### src/rtl/abe_pkg.sv
// shared constants, types and helpers of the allocation bitmap engine
package abe_pkg;

  localparam int MAX_BYTES   = 64;
  localparam int POS_BYTES   = 64;
  localparam int STORE_BYTES = (MAX_BYTES < POS_BYTES) ? MAX_BYTES : POS_BYTES;
  localparam int ADDR_W      = (STORE_BYTES > 1) ? $clog2(STORE_BYTES) : 1;
  localparam int CFG_W       = 7;
  localparam int POS_W       = 9;

  localparam logic [CFG_W-1:0] CFG_RESET     = 7'd64;
  localparam logic [CFG_W-1:0] STORE_BYTES_C = CFG_W'(STORE_BYTES);

  localparam logic [1:0] OP_FIND  = 2'd0;
  localparam logic [1:0] OP_SET   = 2'd1;
  localparam logic [1:0] OP_CLEAR = 2'd2;
  localparam logic [1:0] OP_TEST  = 2'd3;

  localparam logic [1:0] ST_OK        = 2'd0;
  localparam logic [1:0] ST_NOT_FOUND = 2'd1;
  localparam logic [1:0] ST_RANGE     = 2'd2;

  localparam logic REG_BYTES_IN_USE = 1'b0;

  typedef struct packed {
    logic              we;
    logic [ADDR_W-1:0] waddr;
    logic [7:0]        wdata;
    logic [ADDR_W-1:0] raddr;
  } ram_req_t;

  typedef struct packed {
    logic       hit;
    logic [2:0] bit_idx;
  } first_hit_t;

  // lowest set bit of a byte
  function automatic first_hit_t first_set(input logic [7:0] v);
    first_hit_t r;
    r.hit     = 1'b0;
    r.bit_idx = 3'd0;
    for (int j = 7; j >= 0; j--) begin
      if (v[j]) begin
        r.hit     = 1'b1;
        r.bit_idx = 3'(j);
      end
    end
    return r;
  endfunction

endpackage

### src/rtl/abe_bitmap_ram.sv
// bitmap byte store with registered read and per-byte valid flags
module abe_bitmap_ram
  import abe_pkg::*;
(
  input  logic       clk_i,
  input  logic       rst_ni,
  input  ram_req_t   req_i,
  output logic [7:0] rd_data_o
);

  logic [7:0]             mem [STORE_BYTES];
  logic [STORE_BYTES-1:0] valid_q;
  logic [7:0]             rd_data_q;
  logic                   rd_valid_q;

  always_ff @(posedge clk_i) begin
    if (req_i.we) begin
      mem[req_i.waddr] <= req_i.wdata;
    end
    rd_data_q <= mem[req_i.raddr];
  end

  // unwritten bytes read as zero
  always_ff @(posedge clk_i or negedge rst_ni) begin
    if (!rst_ni) begin
      valid_q    <= '0;
      rd_valid_q <= 1'b0;
    end else begin
      if (req_i.we) begin
        valid_q[req_i.waddr] <= 1'b1;
      end
      rd_valid_q <= valid_q[req_i.raddr];
    end
  end

  assign rd_data_o = rd_valid_q ? rd_data_q : 8'd0;

endmodule

### src/rtl/abe_cfg_regs.sv
// apb register file holding the bytes-in-use setting
module abe_cfg_regs
  import abe_pkg::*;
(
  input  logic             clk_i,
  input  logic             rst_ni,
  input  logic             psel,
  input  logic             penable,
  input  logic             pwrite,
  input  logic [2:0]       paddr,
  input  logic [31:0]      pwdata,
  output logic [31:0]      prdata,
  output logic             pready,
  output logic [CFG_W-1:0] bytes_in_use_o
);

  logic [CFG_W-1:0] bytes_in_use_q;
  logic             wr_en;

  assign pready = 1'b1;
  assign wr_en  = psel && penable && pwrite && (paddr[2] == REG_BYTES_IN_USE);

  always_ff @(posedge clk_i or negedge rst_ni) begin
    if (!rst_ni) begin
      bytes_in_use_q <= CFG_RESET;
    end else if (wr_en) begin
      bytes_in_use_q <= pwdata[CFG_W-1:0];
    end
  end

  always_comb begin
    prdata = 32'd0;
    if (paddr[2] == REG_BYTES_IN_USE) begin
      prdata = {{(32-CFG_W){1'b0}}, bytes_in_use_q};
    end
  end

  assign bytes_in_use_o = bytes_in_use_q;

endmodule

### src/rtl/allocation_bitmap_engine_top.sv
// allocation bitmap engine: control sequencer, byte store and register port
//
// Bitmap allocator over up to 64 bytes (512 positions, LSB-first within each
// byte), all clear after reset. A request is taken only when the sequencer
// is idle; its result sits in an output register, so the next request may be
// taken while that result still waits for its transfer. Set, clear and test
// pass through accept with read issue, read data with write-back and result
// load, which waits until the output register is free. Find-first scans at
// most the bytes in use, capped at 64, one byte per cycle: the store has one
// read port, and the read of the next byte is issued as the current one comes
// back. With no bytes in use or an out-of-range position the sequencer skips
// the read and goes straight to the result load.
// Writes to bytes_in_use are meant to happen only while the engine is idle.
module allocation_bitmap_engine_top
  import abe_pkg::*;
(
  input  logic             clk_i,
  input  logic             rst_ni,
  // request channel
  input  logic             in_valid_i,
  output logic             in_ready_o,
  input  logic [1:0]       opcode_i,
  input  logic [POS_W-1:0] position_i,
  input  logic             search_value_i,
  // result channel
  output logic             out_valid_o,
  input  logic             out_ready_i,
  output logic [1:0]       status_o,
  output logic [POS_W-1:0] found_position_o,
  output logic             tested_bit_o,
  // configuration port
  input  logic             psel,
  input  logic             penable,
  input  logic             pwrite,
  input  logic [2:0]       paddr,
  input  logic [31:0]      pwdata,
  output logic [31:0]      prdata,
  output logic             pready
);

  localparam logic [1:0] S_IDLE = 2'd0;
  localparam logic [1:0] S_READ = 2'd1;
  localparam logic [1:0] S_DONE = 2'd2;

  logic [1:0]        state_q, state_d;
  logic [1:0]        op_q;
  logic              want_q;
  logic [ADDR_W-1:0] idx_q, idx_d;
  logic [2:0]        bit_q;
  logic [1:0]        res_status_q, res_status_d;
  logic [POS_W-1:0]  res_found_q, res_found_d;
  logic              res_bit_q, res_bit_d;

  logic              out_valid_q;
  logic [1:0]        out_status_q;
  logic [POS_W-1:0]  out_found_q;
  logic              out_bit_q;

  logic [CFG_W-1:0]  bytes_in_use;
  logic [CFG_W-1:0]  eff_bytes;
  logic              in_xfer;
  logic              out_free;
  logic              in_range;
  logic [ADDR_W-1:0] pos_byte;
  logic [7:0]        rd_data;
  logic [7:0]        match_vec;
  first_hit_t        hit;
  logic              last_byte;
  ram_req_t          ram_req;

  abe_cfg_regs u_cfg (
    .clk_i          (clk_i),
    .rst_ni         (rst_ni),
    .psel           (psel),
    .penable        (penable),
    .pwrite         (pwrite),
    .paddr          (paddr),
    .pwdata         (pwdata),
    .prdata         (prdata),
    .pready         (pready),
    .bytes_in_use_o (bytes_in_use)
  );

  abe_bitmap_ram u_ram (
    .clk_i     (clk_i),
    .rst_ni    (rst_ni),
    .req_i     (ram_req),
    .rd_data_o (rd_data)
  );

  // bytes actually searched, saturated to the store depth
  assign eff_bytes = (bytes_in_use > STORE_BYTES_C) ? STORE_BYTES_C : bytes_in_use;

  assign in_ready_o = (state_q == S_IDLE);
  assign in_xfer    = in_valid_i && in_ready_o;
  assign out_free   = !out_valid_q || out_ready_i;

  // position limit is eight times the bytes in use
  assign in_range = {1'b0, position_i} < {eff_bytes, 3'b000};
  assign pos_byte = position_i[3 +: ADDR_W];

  // bits of the returning byte that equal the searched value
  assign match_vec = want_q ? rd_data : ~rd_data;
  assign hit       = first_set(match_vec);
  assign last_byte = (CFG_W'(idx_q) + CFG_W'(1)) == eff_bytes;

  always_comb begin
    state_d      = state_q;
    idx_d        = idx_q;
    res_status_d = res_status_q;
    res_found_d  = res_found_q;
    res_bit_d    = res_bit_q;
    ram_req      = '0;

    case (state_q)
      S_IDLE: begin
        if (opcode_i == OP_FIND) begin
          ram_req.raddr = '0;
        end else begin
          ram_req.raddr = pos_byte;
        end
        if (in_xfer) begin
          res_status_d = ST_OK;
          res_found_d  = '0;
          res_bit_d    = 1'b0;
          idx_d        = '0;
          if (opcode_i == OP_FIND) begin
            if (eff_bytes == '0) begin
              res_status_d = ST_NOT_FOUND;
              state_d      = S_DONE;
            end else begin
              state_d = S_READ;
            end
          end else if (!in_range) begin
            res_status_d = ST_RANGE;
            state_d      = S_DONE;
          end else begin
            idx_d   = pos_byte;
            state_d = S_READ;
          end
        end
      end

      S_READ: begin
        if (op_q == OP_FIND) begin
          // prefetch the next byte while this one is checked
          ram_req.raddr = idx_q + ADDR_W'(1);
          if (hit.hit) begin
            res_found_d = POS_W'({idx_q, hit.bit_idx});
            state_d     = S_DONE;
          end else if (last_byte) begin
            res_status_d = ST_NOT_FOUND;
            state_d      = S_DONE;
          end else begin
            idx_d = idx_q + ADDR_W'(1);
          end
        end else begin
          ram_req.raddr = idx_q;
          ram_req.waddr = idx_q;
          case (op_q)
            OP_SET: begin
              ram_req.we    = 1'b1;
              ram_req.wdata = rd_data | (8'd1 << bit_q);
            end
            OP_CLEAR: begin
              ram_req.we    = 1'b1;
              ram_req.wdata = rd_data & ~(8'd1 << bit_q);
            end
            default: begin
              res_bit_d = rd_data[bit_q];
            end
          endcase
          state_d = S_DONE;
        end
      end

      S_DONE: begin
        ram_req.raddr = idx_q;
        if (out_free) begin
          state_d = S_IDLE;
        end
      end

      default: begin
        state_d = S_IDLE;
      end
    endcase
  end

  always_ff @(posedge clk_i or negedge rst_ni) begin
    if (!rst_ni) begin
      state_q     <= S_IDLE;
      out_valid_q <= 1'b0;
    end else begin
      state_q <= state_d;
      if (state_q == S_DONE && out_free) begin
        out_valid_q <= 1'b1;
      end else if (out_ready_i) begin
        out_valid_q <= 1'b0;
      end
    end
  end

  // request and result payload
  always_ff @(posedge clk_i) begin
    if (in_xfer) begin
      op_q   <= opcode_i;
      want_q <= search_value_i;
      bit_q  <= position_i[2:0];
    end
    idx_q        <= idx_d;
    res_status_q <= res_status_d;
    res_found_q  <= res_found_d;
    res_bit_q    <= res_bit_d;
    if (state_q == S_DONE && out_free) begin
      out_status_q <= res_status_q;
      out_found_q  <= res_found_q;
      out_bit_q    <= res_bit_q;
    end
  end

  assign out_valid_o      = out_valid_q;
  assign status_o         = out_status_q;
  assign found_position_o = out_found_q;
  assign tested_bit_o     = out_bit_q;

endmodule

### config.mk
export PLATFORM = sky130hd
export DESIGN_NAME = allocation_bitmap_engine_top
export DESIGN_NICKNAME = d
export VERILOG_FILES = /design/src/rtl/abe_pkg.sv /design/src/rtl/abe_bitmap_ram.sv /design/src/rtl/abe_cfg_regs.sv /design/src/rtl/allocation_bitmap_engine_top.sv
export SDC_FILE = /design/constraint.sdc
export NUM_CORES = 1
export LEC_CHECK = 0
export BUFFER_PORTS_ARGS = -buffer_cell sky130_fd_sc_hd__buf_2
export CORE_ASPECT_RATIO = 1.2
export CORE_MARGIN = 2
export CORE_UTILIZATION = 47
export DETAILED_ROUTE_END_ITERATION = 12
export SKIP_LAST_GASP = 1
export SLEW_MARGIN = 5
export SYNTH_ARGS = -nofsm -noshare
export SYNTH_HDL_FRONTEND = slang
export SYNTH_SLANG_ARGS = --single-unit
export TNS_END_PERCENT = 50
### constraint.sdc
create_clock -name clk_i -period 5.1 [get_ports clk_i]
set_input_delay 1.02 -clock clk_i [delete_from_list [all_inputs] [get_ports clk_i]]
set_output_delay 1.02 -clock clk_i [all_outputs]
set_load 0.01 [all_outputs]
==> impl_metrics.json <==
{
  "cts-buffers-inserted": 60,
  "grt_remaining_overflow": 0,
  "root_buffer": "clkbuf_16",
  "r2r-start": "op_q[1]$_DFFE_PP_",
  "slowest_stage": "a221o_2",
  "final_nets": 2130,
  "p_leak_nw": 10.4,
  "gp_congestion": 0.844,
  "drive_above_1_share_pct": 15.2,
  "synthCells": 2027,
  "yosysMostFrequentCell": "edfxtp_1",
  "grt_usage_pct": 23.9,
  "drc_errors": 0,
  "cp-end-kind": "flop",
  "yosysWarnings": 0,
  "finalSetupViolCount": 0,
  "num_vias": 17156,
  "synth_ff_type": "edfxtp_1",
  "h-tree-depth": 2,
  "worst_slew_pin_slew_ps": 1190,
  "fin_crit_sh_pct": 85.2,
  "crit_required_ps": 5680,
  "clk_pin_slew_worst_paths_ps": 60,
  "synth_top_cells_by_count": "548 x edfxtp_1, 312 x nand2_1, 110 x nor2_1",
  "crit_chain": "inv_1 -> ha_1 -> inv_1 -> ha_1 -> inv_1 -> a221o_2 -> nand2_4 -> buf_4 -> a211oi_1 -> o211ai_1 -> nand4_1 -> nor4bb_1 -> and3_1",
  "grt_setup_unrepaired": "false",
  "skew_ps": 21.3,
  "cap_violations": 0,
  "ys_types": 71,
  "synth_top_area_share_pct": 61.9,
  "clk_latency_ps": 640,
  "viasPerCell": 6.03,
  "hold_viol": 0,
  "io_buffers": 47,
  "grt_antenna_before_repair": 2,
  "dp_hpwl_mm": 43.6,
  "drtIter0Drc": 1975,
  "antenna_left": 0,
  "cts_buffer_depth": 3,
  "detail_route.first_pass.iterations": 7,
  "synth_edf_count": 548,
  "core_um2": 56000,
  "hp-class": "in -> async",
  "grt_pass1_vias": 16620,
  "peakVddDrop_v": 0.000430,
  "synth_largest_area_cell": "edfxtp_1",
  "async_flop_share_pct": 11.9,
  "initial_core_util_pct": 47.5,
  "fin_crit_ps": 4340,
  "routedWlPerCell_um": 24.8,
  "critical_path.startpoint": "op_q[1]$_DFFE_PP_",
  "fillers": 4590,
  "slew_violations": 0,
  "post_cts_buffers": 0,
  "fp.dieW_um": 221,
  "startpoint_type": "flop",
  "grt_max_degree": 75,
  "cp.arrival_ps": 4920,
  "avgSynthCellArea_um2": 13.1,
  "power.density_nw_per_um2": 537,
  "ys_ff_latch": 631,
  "cts_sinks": 631,
  "num_rows": 95,
  "synthTopCellsByArea": "edfxtp_1 62%, dfrtp_1 7.0%, nand2_1 4.4%, a211oi_1 3.0%, and3_1 2.4%",
  "wirelength_mm": 70.5,
  "crit_path_frequent_cell": "inv_1",
  "tns_ps": 0,
  "holdWs_ps": 416,
  "chipHeight_um": 264,
  "slew_headroom_pct": 20.3,
  "path_max_fanout": 35,
  "fmaxAchievable_mhz": 230,
  "grt_pass1_wl_mm": 105,
  "hold_buffers": 0,
  "status": "complete, no violations",
  "area_growth_pct": 12.0,
  "cts_resized": 0,
  "worst_path_largest_cell_delay_ps": 560,
  "cts_tree": "built",
  "finalPower_w": 0.0160,
  "worst-setup-path-type": "reg -> reg",
  "die_area_um2": 58500,
  "syn_area_um2": 26600,
  "io_pins": 101,
  "ys_seq_area_share_pct": 69.6
}
-- power by group --
part | leakage [nW] | total [W] | switching, W | internal (W)
clock | 0.992 | 0.00449 | 0.00191 | 0.00257
combinational | 3.78 | 0.00537 | 0.00359 | 0.00178
sequential | 5.67 | 0.00612 | 0.000258 | 0.00587
-- critical path: cells and delay by family (launching register included) --
kind                       cells  cell delay, ps
and+or+nand+nor                4            1590
AOI/OAI and AO/OA              3             900
DFF                            1             420
adders and majority gates      2             740
buffers and inverters          4             610
-- logic make-up after synthesis --
kind of cell	count (synthesis)	share of synthesized area, %
DFF	631	69.6
buffers and inverters	169	3.08
xor gates and xnor gates	7	0.231
and+or+nand+nor	748	13.4
adders and majority gates	10	0.471
AOI/OAI and AO/OA	397	10.5
muxes	63	2.72
other	2	0.0283
-- sequential cells by signal, indices dropped and copies added, names as in the netlist --
register / flops
out_valid_o: 1
op_q: 2
u_ram.rd_data_q: 8
u_cfg.bytes_in_use_o: 7
u_ram.mem: 512
res_bit_q: 1
bit_q: 3
found_position_o: 9
res_status_q: 2
u_ram.rd_valid_q: 1
res_found_q: 9
want_q: 1
state_q: 2
tested_bit_o: 1
idx_q: 6
u_ram.valid_q: 64
status_o: 2
-- metal layers --
metal  wire length (um)  GRT usage, %  up-vias  share of wire [%]
li1                   -             -     7697                  -
met1              29700          32.6     8680                 42
met2              33700          38.8      657                 48
met3               4530          3.74      122                6.4
met4               2630          9.05        0                3.7
met5                  0             0        -                  0
-- cell usage in the layout, fill, tap and decap left out, types with 63 or more instances in the layout --
master	Yosys	final
edfxtp_1	548	548
nand2_1	312	310
nor2_1	110	110
and3_1	100	100
a211oi_1	107	99
a21oi_1	89	89
nand3_1	74	74
dfrtp_1	74	74
or2_2	67	67
clkbuf_16	0	63
-- stage by stage --
stage	setup WS, ps	area [um2]	util, %	instances
after floorplan	595	26700	-	2051
after global routing	490	29800	53.2	2845
after CTS	792	29700	53.1	2844
after global placement	874	27700	49.5	2730
final	757	29800	53.2	2846
after detailed placement	827	27700	49.5	2730
-- path summary, 6_finish.rpt --
path | to | slack (ps) | depth (start not counted)
setup / recovery | u_ram.rd_data_q[0]$_DFF_P_ | 760 | 13
hold / removal | u_ram.valid_q[20]$_DFFE_PN0P_ | 420 | 1
setup reg to reg | u_ram.rd_data_q[0]$_DFF_P_ | 760 | 13
hold reg to reg | found_position_o[0]$_DFFE_PP_ | 420 | 0
max in group asynchronous | u_ram.valid_q[2]$_DFFE_PN0P_ | 3670 | 2
min in group clk_i | found_position_o[0]$_DFFE_PP_ | 420 | 0
-- cell type report --
type                    count  area (um2)  area share [%]
multi-input cells        1251        7510            25.2
diodes                      1        2.50         0.00841
repair buffers            111         813            2.73
flip-flops and latches    631       18500            62.1
clock buffers              91        1790            6.02
inverters                  11        41.3           0.139
clock inverters            23         201           0.677
well taps                 727         910            3.06
(Power assumes the default switching activity.)
